**src/hw/rtl/bfa_pkg.sv**
```systemverilog
// Shared types and constants of the best-fit bitmap allocator.
`default_nettype none
package bfa_pkg;
	localparam int POOL_DEPTH_DEF = 256;
	localparam int ADDR_LIMIT     = 256;
	localparam int CNT_W          = 9;
	localparam int ADDR_W         = 8;

	typedef enum logic [1:0] {
		ST_OK        = 2'd0,
		ST_NO_SPACE  = 2'd1,
		ST_BAD_ADDR  = 2'd2,
		ST_ZERO_SIZE = 2'd3
	} status_t;

	typedef enum logic [3:0] {
		S_CLEAR,
		S_IDLE,
		S_ACHK,
		S_SCAN,
		S_CLOSE,
		S_AEVAL,
		S_MARK,
		S_FRD,
		S_FCHK,
		S_UNMARK,
		S_DONE
	} state_t;

	typedef struct packed {
		logic    clr_step;
		logic    accept;
		logic    scan_init;
		logic    scan_step;
		logic    scan_close;
		logic    mark_init;
		logic    mark_step;
		logic    len_rd;
		logic    unmark_init;
		logic    unmark_step;
		logic    emit;
		status_t emit_status;
	} cmd_t;

	typedef struct packed {
		logic clr_last;
		logic in_valid;
		logic in_free;
		logic size_zero;
		logic over_limit;
		logic scan_done;
		logic found;
		logic addr_bad;
		logic len_zero;
		logic walk_last;
		logic out_full;
	} stat_t;
endpackage
`default_nettype wire

```
**src/hw/rtl/best_fit_bitmap_allocator.sv**
```systemverilog
// Top level of the best-fit bitmap allocator.
// After reset the block clears its bitmap and run-length memories, one cell a cycle, over all
// min(POOL_DEPTH, 256) cells, and takes no transaction until done. An allocate checks the size,
// scans the usable cells of the bitmap through a single RAM read port, one cell a cycle, then
// marks the best-fitting run one cell a cycle. A free reads the run length stored at its address
// and then clears the run one cell a cycle. A zero-size or over-limit allocate and a free of an
// address beyond the bitmap finish in their check state, a free where no run starts finishes after
// the length read, and an allocate that finds no fitting run finishes after the full scan.
// One transaction is in work at a time; the result register frees the input side.
`default_nettype none
module best_fit_bitmap_allocator #(
	parameter int POOL_DEPTH = bfa_pkg::POOL_DEPTH_DEF
) (
	input  wire logic                       clk,
	input  wire logic                       arst_n,
	input  wire logic                       cfg_wen,
	input  wire logic [bfa_pkg::CNT_W-1:0]  cfg_wdata,
	input  wire logic                       in_valid,
	output logic                            in_stall,
	input  wire logic                       mode,
	input  wire logic [bfa_pkg::CNT_W-1:0]  alloc_size,
	input  wire logic [bfa_pkg::ADDR_W-1:0] free_address,
	output logic                            out_valid,
	input  wire logic                       out_stall,
	output logic [1:0]                      status,
	output logic [bfa_pkg::ADDR_W-1:0]      address,
	output logic [bfa_pkg::CNT_W-1:0]       freed_size
);
	bfa_pkg::cmd_t  cmd;
	bfa_pkg::stat_t stat;
	logic           idle;

	bfa_ctrl u_ctrl (
		.clk    (clk),
		.arst_n (arst_n),
		.stat   (stat),
		.cmd    (cmd),
		.idle   (idle)
	);

	bfa_dp #(.POOL_DEPTH(POOL_DEPTH)) u_dp (
		.clk          (clk),
		.arst_n       (arst_n),
		.cmd          (cmd),
		.stat         (stat),
		.cfg_wen      (cfg_wen),
		.cfg_wdata    (cfg_wdata),
		.in_valid     (in_valid),
		.mode         (mode),
		.alloc_size   (alloc_size),
		.free_address (free_address),
		.out_valid    (out_valid),
		.out_stall    (out_stall),
		.status       (status),
		.address      (address),
		.freed_size   (freed_size)
	);

	assign in_stall = !idle;
endmodule
`default_nettype wire

```
**src/hw/rtl/bfa_ram.sv**
```systemverilog
// Generic single-write, single-read RAM with registered read data.
`default_nettype none
module bfa_ram #(
	parameter int WIDTH = 1,
	parameter int DEPTH = 256
) (
	input  wire logic                     clk,
	input  wire logic                     we,
	input  wire logic [$clog2(DEPTH)-1:0] waddr,
	input  wire logic [WIDTH-1:0]         wdata,
	input  wire logic                     re,
	input  wire logic [$clog2(DEPTH)-1:0] raddr,
	output logic      [WIDTH-1:0]         rdata
);
	logic [WIDTH-1:0] mem_q [DEPTH];

	always_ff @(posedge clk) begin
		if (we) begin
			mem_q[waddr] <= wdata;
		end
		if (re) begin
			rdata <= mem_q[raddr];
		end
	end
endmodule
`default_nettype wire

```
**src/hw/rtl/bfa_ctrl.sv**
```systemverilog
// Controller state machine of the best-fit bitmap allocator.
`default_nettype none
module bfa_ctrl (
	input  wire logic           clk,
	input  wire logic           arst_n,
	input  wire bfa_pkg::stat_t stat,
	output bfa_pkg::cmd_t       cmd,
	output logic                idle
);
	bfa_pkg::state_t state_q, state_d;

	always_ff @(posedge clk or negedge arst_n) begin
		if (!arst_n) begin
			state_q <= bfa_pkg::S_CLEAR;
		end else begin
			state_q <= state_d;
		end
	end

	always_comb begin
		state_d = state_q;
		unique case (state_q)
			bfa_pkg::S_CLEAR: if (stat.clr_last) state_d = bfa_pkg::S_IDLE;
			bfa_pkg::S_IDLE: begin
				if (stat.in_valid) begin
					state_d = stat.in_free ? bfa_pkg::S_FRD : bfa_pkg::S_ACHK;
				end
			end
			bfa_pkg::S_ACHK: begin
				if (stat.size_zero || stat.over_limit) begin
					if (!stat.out_full) state_d = bfa_pkg::S_IDLE;
				end else begin
					state_d = bfa_pkg::S_SCAN;
				end
			end
			bfa_pkg::S_SCAN: if (stat.scan_done) state_d = bfa_pkg::S_CLOSE;
			bfa_pkg::S_CLOSE: state_d = bfa_pkg::S_AEVAL;
			bfa_pkg::S_AEVAL: begin
				if (stat.found) begin
					state_d = bfa_pkg::S_MARK;
				end else if (!stat.out_full) begin
					state_d = bfa_pkg::S_IDLE;
				end
			end
			bfa_pkg::S_MARK: if (stat.walk_last) state_d = bfa_pkg::S_DONE;
			bfa_pkg::S_FRD: begin
				if (stat.addr_bad) begin
					if (!stat.out_full) state_d = bfa_pkg::S_IDLE;
				end else begin
					state_d = bfa_pkg::S_FCHK;
				end
			end
			bfa_pkg::S_FCHK: begin
				if (!stat.len_zero) begin
					state_d = bfa_pkg::S_UNMARK;
				end else if (!stat.out_full) begin
					state_d = bfa_pkg::S_IDLE;
				end
			end
			bfa_pkg::S_UNMARK: if (stat.walk_last) state_d = bfa_pkg::S_DONE;
			bfa_pkg::S_DONE: if (!stat.out_full) state_d = bfa_pkg::S_IDLE;
			default: state_d = bfa_pkg::S_CLEAR;
		endcase
	end

	always_comb begin
		cmd             = '0;
		cmd.emit_status = bfa_pkg::ST_OK;
		idle            = 1'b0;
		unique case (state_q)
			bfa_pkg::S_CLEAR: cmd.clr_step = 1'b1;
			bfa_pkg::S_IDLE: begin
				idle       = 1'b1;
				cmd.accept = stat.in_valid;
			end
			bfa_pkg::S_ACHK: begin
				if (stat.size_zero) begin
					cmd.emit        = !stat.out_full;
					cmd.emit_status = bfa_pkg::ST_ZERO_SIZE;
				end else if (stat.over_limit) begin
					cmd.emit        = !stat.out_full;
					cmd.emit_status = bfa_pkg::ST_NO_SPACE;
				end else begin
					cmd.scan_init = 1'b1;
				end
			end
			bfa_pkg::S_SCAN:  cmd.scan_step = 1'b1;
			bfa_pkg::S_CLOSE: cmd.scan_close = 1'b1;
			bfa_pkg::S_AEVAL: begin
				if (stat.found) begin
					cmd.mark_init = 1'b1;
				end else begin
					cmd.emit        = !stat.out_full;
					cmd.emit_status = bfa_pkg::ST_NO_SPACE;
				end
			end
			bfa_pkg::S_MARK: cmd.mark_step = 1'b1;
			bfa_pkg::S_FRD: begin
				if (stat.addr_bad) begin
					cmd.emit        = !stat.out_full;
					cmd.emit_status = bfa_pkg::ST_BAD_ADDR;
				end else begin
					cmd.len_rd = 1'b1;
				end
			end
			bfa_pkg::S_FCHK: begin
				if (!stat.len_zero) begin
					cmd.unmark_init = 1'b1;
				end else begin
					cmd.emit        = !stat.out_full;
					cmd.emit_status = bfa_pkg::ST_BAD_ADDR;
				end
			end
			bfa_pkg::S_UNMARK: cmd.unmark_step = 1'b1;
			bfa_pkg::S_DONE: begin
				cmd.emit        = !stat.out_full;
				cmd.emit_status = bfa_pkg::ST_OK;
			end
			default: ;
		endcase
	end
endmodule
`default_nettype wire

```
**src/hw/rtl/bfa_dp.sv**
```systemverilog
// Datapath of the best-fit bitmap allocator: bitmap, run lengths, scan and output.
`default_nettype none
module bfa_dp #(
	parameter int POOL_DEPTH = bfa_pkg::POOL_DEPTH_DEF
) (
	input  wire logic                      clk,
	input  wire logic                      arst_n,
	input  wire bfa_pkg::cmd_t             cmd,
	output bfa_pkg::stat_t                 stat,
	input  wire logic                      cfg_wen,
	input  wire logic [bfa_pkg::CNT_W-1:0] cfg_wdata,
	input  wire logic                      in_valid,
	input  wire logic                      mode,
	input  wire logic [bfa_pkg::CNT_W-1:0] alloc_size,
	input  wire logic [bfa_pkg::ADDR_W-1:0] free_address,
	output logic                           out_valid,
	input  wire logic                      out_stall,
	output logic [1:0]                     status,
	output logic [bfa_pkg::ADDR_W-1:0]     address,
	output logic [bfa_pkg::CNT_W-1:0]      freed_size
);
	localparam int MAP_DEPTH = (POOL_DEPTH < bfa_pkg::ADDR_LIMIT) ? POOL_DEPTH
	                                                                : bfa_pkg::ADDR_LIMIT;
	localparam int AW = $clog2(MAP_DEPTH);
	localparam int CW = bfa_pkg::CNT_W;

	logic [CW-1:0] pool_q, used_q, size_q, limit_q;
	logic          mode_q;
	logic [7:0]    faddr_q;
	logic [AW-1:0] clr_idx_q;
	logic [AW:0]   rd_idx_q;
	logic          pend_s1;
	logic [AW-1:0] idx_s1;
	logic          in_run_q, found_q;
	logic [AW-1:0] cur_start_q, best_start_q;
	logic [CW-1:0] cur_len_q, best_len_q;
	logic [AW-1:0] walk_addr_q;
	logic [CW-1:0] walk_left_q, freed_q;
	logic          out_valid_q;
	logic [1:0]    status_q;
	logic [7:0]    addr_q;
	logic [CW-1:0] freed_out_q;

	logic          map_rd;
	logic [0:0]    map_q;
	logic          map_we;
	logic [AW-1:0] map_waddr;
	logic [0:0]    map_wdata;
	logic          len_we;
	logic [AW-1:0] len_waddr;
	logic [CW-1:0] len_wdata, len_q;
	logic          issue, fit, out_full;
	logic [CW-1:0] limit_d;
	logic [CW:0]   need;

	assign limit_d = (pool_q > CW'(MAP_DEPTH)) ? CW'(MAP_DEPTH) : pool_q;
	assign issue   = (CW'(rd_idx_q) < limit_q);
	assign map_rd  = cmd.scan_step && issue;
	assign fit     = in_run_q && (cur_len_q >= size_q) && (!found_q || cur_len_q < best_len_q);
	assign need    = {1'b0, used_q} + {1'b0, size_q};
	assign out_full = out_valid_q && out_stall;

	always_comb begin
		map_we    = cmd.clr_step || cmd.mark_step || cmd.unmark_step;
		map_waddr = cmd.clr_step ? clr_idx_q : walk_addr_q;
		map_wdata = cmd.mark_step ? 1'b1 : 1'b0;
		len_we    = cmd.clr_step || cmd.mark_init || cmd.unmark_init;
		len_waddr = clr_idx_q;
		len_wdata = '0;
		if (cmd.mark_init) begin
			len_waddr = best_start_q;
			len_wdata = size_q;
		end else if (cmd.unmark_init) begin
			len_waddr = faddr_q[AW-1:0];
		end
	end

	bfa_ram #(.WIDTH(1), .DEPTH(MAP_DEPTH)) u_map (
		.clk   (clk),
		.we    (map_we),
		.waddr (map_waddr),
		.wdata (map_wdata),
		.re    (map_rd),
		.raddr (rd_idx_q[AW-1:0]),
		.rdata (map_q)
	);

	bfa_ram #(.WIDTH(CW), .DEPTH(MAP_DEPTH)) u_len (
		.clk   (clk),
		.we    (len_we),
		.waddr (len_waddr),
		.wdata (len_wdata),
		.re    (cmd.len_rd),
		.raddr (faddr_q[AW-1:0]),
		.rdata (len_q)
	);

	always_comb begin
		stat.clr_last   = (clr_idx_q == AW'(MAP_DEPTH - 1));
		stat.in_valid   = in_valid;
		stat.in_free    = mode;
		stat.size_zero  = (size_q == '0);
		stat.over_limit = (need > {1'b0, limit_q});
		stat.scan_done  = !issue && !pend_s1;
		stat.found      = found_q;
		stat.addr_bad   = ({1'b0, faddr_q} >= 9'(MAP_DEPTH));
		stat.len_zero   = (len_q == '0);
		stat.walk_last  = (walk_left_q == CW'(1));
		stat.out_full   = out_full;
	end

	always_ff @(posedge clk or negedge arst_n) begin
		if (!arst_n) begin
			pool_q      <= CW'(256);
			used_q      <= '0;
			clr_idx_q   <= '0;
			pend_s1     <= 1'b0;
			out_valid_q <= 1'b0;
		end else begin
			if (cfg_wen) pool_q <= cfg_wdata;
			if (cmd.clr_step) clr_idx_q <= clr_idx_q + AW'(1);
			if (cmd.scan_init) begin
				pend_s1 <= 1'b0;
			end else if (cmd.scan_step) begin
				pend_s1 <= issue;
			end
			if (cmd.mark_init) used_q <= need[CW-1:0];
			if (cmd.unmark_init) used_q <= (used_q >= len_q) ? used_q - len_q : '0;
			if (cmd.emit) begin
				out_valid_q <= 1'b1;
			end else if (!out_stall) begin
				out_valid_q <= 1'b0;
			end
		end
	end

	always_ff @(posedge clk) begin
		if (cmd.accept) begin
			mode_q  <= mode;
			size_q  <= alloc_size;
			faddr_q <= free_address;
			limit_q <= limit_d;
		end
		if (cmd.scan_init) begin
			rd_idx_q <= '0;
			in_run_q <= 1'b0;
			found_q  <= 1'b0;
		end else if (cmd.scan_step) begin
			if (issue) rd_idx_q <= rd_idx_q + (AW+1)'(1);
			idx_s1 <= rd_idx_q[AW-1:0];
			if (pend_s1) begin
				if (map_q == 1'b0) begin
					if (in_run_q) begin
						cur_len_q <= cur_len_q + CW'(1);
					end else begin
						in_run_q    <= 1'b1;
						cur_start_q <= idx_s1;
						cur_len_q   <= CW'(1);
					end
				end else begin
					in_run_q <= 1'b0;
					if (fit) begin
						found_q      <= 1'b1;
						best_start_q <= cur_start_q;
						best_len_q   <= cur_len_q;
					end
				end
			end
		end else if (cmd.scan_close) begin
			in_run_q <= 1'b0;
			if (fit) begin
				found_q      <= 1'b1;
				best_start_q <= cur_start_q;
				best_len_q   <= cur_len_q;
			end
		end
		if (cmd.mark_init) begin
			walk_addr_q <= best_start_q;
			walk_left_q <= size_q;
		end else if (cmd.unmark_init) begin
			walk_addr_q <= faddr_q[AW-1:0];
			walk_left_q <= len_q;
			freed_q     <= len_q;
		end else if (cmd.mark_step || cmd.unmark_step) begin
			walk_addr_q <= walk_addr_q + AW'(1);
			walk_left_q <= walk_left_q - CW'(1);
		end
		if (cmd.emit) begin
			status_q    <= cmd.emit_status;
			addr_q      <= (cmd.emit_status == bfa_pkg::ST_OK && !mode_q)
			               ? 8'(best_start_q) : '0;
			freed_out_q <= (cmd.emit_status == bfa_pkg::ST_OK && mode_q) ? freed_q : '0;
		end
	end

	assign out_valid  = out_valid_q;
	assign status     = status_q;
	assign address    = addr_q;
	assign freed_size = freed_out_q;
endmodule
`default_nettype wire
```
**config.mk**
```make
export PLATFORM = sky130hd
export DESIGN_NAME = best_fit_bitmap_allocator
export DESIGN_NICKNAME = d
export VERILOG_FILES = /design/src/hw/rtl/bfa_pkg.sv /design/src/hw/rtl/best_fit_bitmap_allocator.sv /design/src/hw/rtl/bfa_ram.sv /design/src/hw/rtl/bfa_ctrl.sv /design/src/hw/rtl/bfa_dp.sv
export SDC_FILE = /design/constraint.sdc
export NUM_CORES = 2
export LEC_CHECK = 0
export BUFFER_PORTS_ARGS = -buffer_cell sky130_fd_sc_hd__buf_4
export CAP_MARGIN = 40
export CORE_ASPECT_RATIO = 1.75
export CORE_MARGIN = 5
export CORE_UTILIZATION = 47
export CTS_BUF_LIST = sky130_fd_sc_hd__clkbuf_8
export CTS_CLUSTER_DIAMETER = 150
export CTS_CLUSTER_SIZE = 24
export DETAILED_ROUTE_END_ITERATION = 8
export PLACE_DENSITY = 0.63
export RECOVER_POWER = 25
export SLEW_MARGIN = 30
export SYNTH_ARGS = -nofsm -noshare
export SYNTH_HDL_FRONTEND = slang
export SYNTH_HIERARCHICAL = 1
export SYNTH_SLANG_ARGS = --single-unit
```
**constraint.sdc**
```tcl
create_clock -name clk -period 12.6 [get_ports clk]
set_input_delay 1.26 -clock clk [delete_from_list [all_inputs] [get_ports clk]]
set_output_delay 1.26 -clock clk [all_outputs]
set_load 0.01 [all_outputs]
```
==> results.toml <==
[drt]
via_per_inst = 6.17
first_pass_iters = 6
drtAntennaViolNets = 0
wl_per_cell_um = 31.8
drcViolationCount = 0
drtIter0Drc = 5967
vias = 56000
wl_um = 289000

[clock_network]
insertion_delay_ns = 0.99
h-tree-depth = 4
ctsHoldBuffers = 0
clk_pin_slew_worst_paths_ns = 0.16
cts_tree = "done"
clockBufferDepth = 4
cts_buffers = 139
post_cts_resized = 0
post-cts-setup-buffers = 0
cts-root-buf = "clkbuf_8"
clock-sinks = 2727

[floorplan]
initial_core_util_pct = 47.1
fp.dieW_um = 374
fp.coreArea_um2 = 232000
pin_count = 53
num_rows = 234
die_h_um = 647
dieArea_um2 = 242000

[timing]
max_slew_margin_pct = -107
setup_viol = 0
fin_crit_ns = 8.41
rsz0062_at_grt = "no"
hold_violations = 0
finalMaxSlewViolations = 938
hold_ws_ns = 0.414
fin_setup_tns_ns = 0
post-route-period-util_pct = 66.7
worst_pin_slew_ns = 3.11
skew_ns = 0.0707
fmax_mhz = 119

[final_layout]
fin_cells = 9072
layout-drive-gt1-share_pct = 17.7
register_area_um2 = 81600
nets = 6065
area_growth_pct = 6.55
multiInputGateArea_um2 = 25500
fillerInstances = 18600

[critical_path]
critPathArrivalTime_ns = 9.14
worstSetupEndpointType = "flip-flop"
cp_max_fo = 70
crit_type = "flip-flop to flip-flop"
start_kind = "flip-flop"
reg2reg_from = "u_ctrl/state_q[2]"
crit_required_ns = 13.33
cp-startpoint = "u_ctrl/state_q[2]"
r2r_cells = 8

[yosys]
syn-cell-area_um2 = 109000
yosys-top-cells-count = "edfxtp_1, nor2_1, mux4_2, mux2i_1, a22oi_1"
yosysTopAreaCellShare_pct = 73.9
yosysMostFrequentCell = "edfxtp_1"
synth_edf_count = 2684
yosysUniqueCellTypes = 98
ys_seq_area_share_pct = 74.8
yosysTopAreaCell = "edfxtp_1"
synthTopCellsByArea = "edfxtp_1, mux4_2, mux2i_1, nor2_1, a22oi_1"
avgSynthCellArea_um2 = 18.8
syn_nets = 5892
synth_seq_cells = 2727
synthCells = 5800
synthArstFlopShare_pct = 1.17
yosysWarnings = 6
synth_flop_cell = "edfxtp_1"

[global_route]
grt_use_total_pct = 23.4
grt_pass1_vias = 57100
grt_first_pass_wirelength_um = 411000
antenna_found_initial = 7
gr-total-overflow = 0
grt_max_degree = 199

[placed_design]
dp_hpwl_um = 189000
io_buffers = 52
dp_cells = 8802
place.gp.congestion = 0.870

[power_and_ir_drop]
p_leak_nw = 29.6
cellPowerDensity_nw_per_um2 = 115
peakVddDrop_v = 0.000113

[min_path]
hp-start = "u_dp/cur_start_q[4]"
hold_depth = 0
holdCritPathClass = "flip-flop to flip-flop"

[outcome]
status = "complete, but fails checks"
violations = "max-capacitance violations, max-slew violations"

[job]
cap_violations = 22
==> final timing paths <==
kind,slack [ns],endpoint
hold / removal,0.41,u_dp/best_start_q[4]
max in group asynchronous,10.42,u_dp/used_q[5]
setup reg to reg,4.19,u_dp/u_len/mem_q[147][0]
setup / recovery,4.19,u_dp/u_len/mem_q[147][0]
hold reg to reg,0.41,u_dp/best_start_q[4]
min in group asynchronous,0.90,u_dp/used_q[7]
==> power breakdown <==
group	internal, W	switching [W]	leakage, nW
registers	0.00980	0.00000198	19.4
clock network	0.00105	0.00255	1.12
logic	0.00000735	0.00000827	9.05
total	0.0109	0.00256	29.6
==> through the flow <==
stage          cell area (µm²)  util [%]  worst slack, ns  power, W
2_1_floorplan           109000         -             3.86    0.0100
3_3_place_gp            113000      48.6             6.86    0.0100
3_5_place_dp            114000      49.1             7.19    0.0100
4_1_cts                 116000      50.0             7.13    0.0135
5_1_grt                 116000      50.2             3.77    0.0138
6_report                116000      50.2             4.19    0.0134
==> registers in the layout (all words and copies together) (netlist names), 2 cells and up <==
name,count
u_dp/idx_s1,8
u_dp/walk_addr_q,8
u_ctrl/state_q,4
u_dp/faddr_q,8
u_dp/size_q,9
u_dp/u_len/rdata,9
u_dp/clr_idx_q,8
u_dp/rd_idx_q,9
u_dp/pool_q,9
u_dp/best_start_q,8
u_dp/cur_len_q,9
u_dp/limit_q,9
u_dp/cur_start_q,8
u_dp/used_q,9
u_dp/status,2
u_dp/freed_size,9
u_dp/walk_left_q,9
u_dp/address,8
u_dp/u_len/mem_q,2304
u_dp/best_len_q,9
u_dp/u_map/mem_q,256
u_dp/freed_q,9
==> worst max-delay path: stages (launching register included) <==
cell	delay [ns]
dfrtp_1	0.77
nand2b_1	0.32
nor3_1	0.25
clkbuf_1	1.16
and2_0	1.81
clkbuf_1	1.85
buf_4	0.86
buf_4	0.53
buf_16	0.30
==> cell type report <==
cell class	instances	share of cell area, %
timing repair buffer	379	2.60
sequential	2727	70.2
inverter	54	0.174
tap	3068	3.30
clock buffer	142	1.68
multi-input combinational	2672	21.9
clock inverter	20	0.0786
antenna	10	0.0215
==> cell usage in the layout (no fill, tap or decap), drive strengths merged, types with 58 or more instances in the layout <==
cell    synthesis  routed
clkbuf        176     264
nor2          628     628
o22ai          93      93
mux2i         239     239
edfxtp       2684    2684
inv            53      72
nand3          66      66
a22oi         185     185
buf           171     253
nand2         100     100
a21oi         138     138
ha             58      58
mux4          518     518
o21ai          83      83
==> cells by family after synthesis <==
kind of cell / synth area share (%)
flops: 74.8
mux: 13.3
other cells: 0.00344
compound gates: 4.35
simple gates: 4.44
buf+inv: 2.02
fa+ha+maj: 0.702
xor+xnor: 0.345
==> per-layer routing <==
| layer | part of all wire, % | global-route usage, % | routed length [µm] |
|---|---|---|---|
| met1 | 33 | 26.1 | 96600 |
| met2 | 55 | 44.2 | 158000 |
| met3 | 5.2 | 2.32 | 15100 |
| met4 | 6.5 | 12.3 | 18800 |
| met5 | 0 | 0 | 0 |
(Power assumes the default switching activity.)
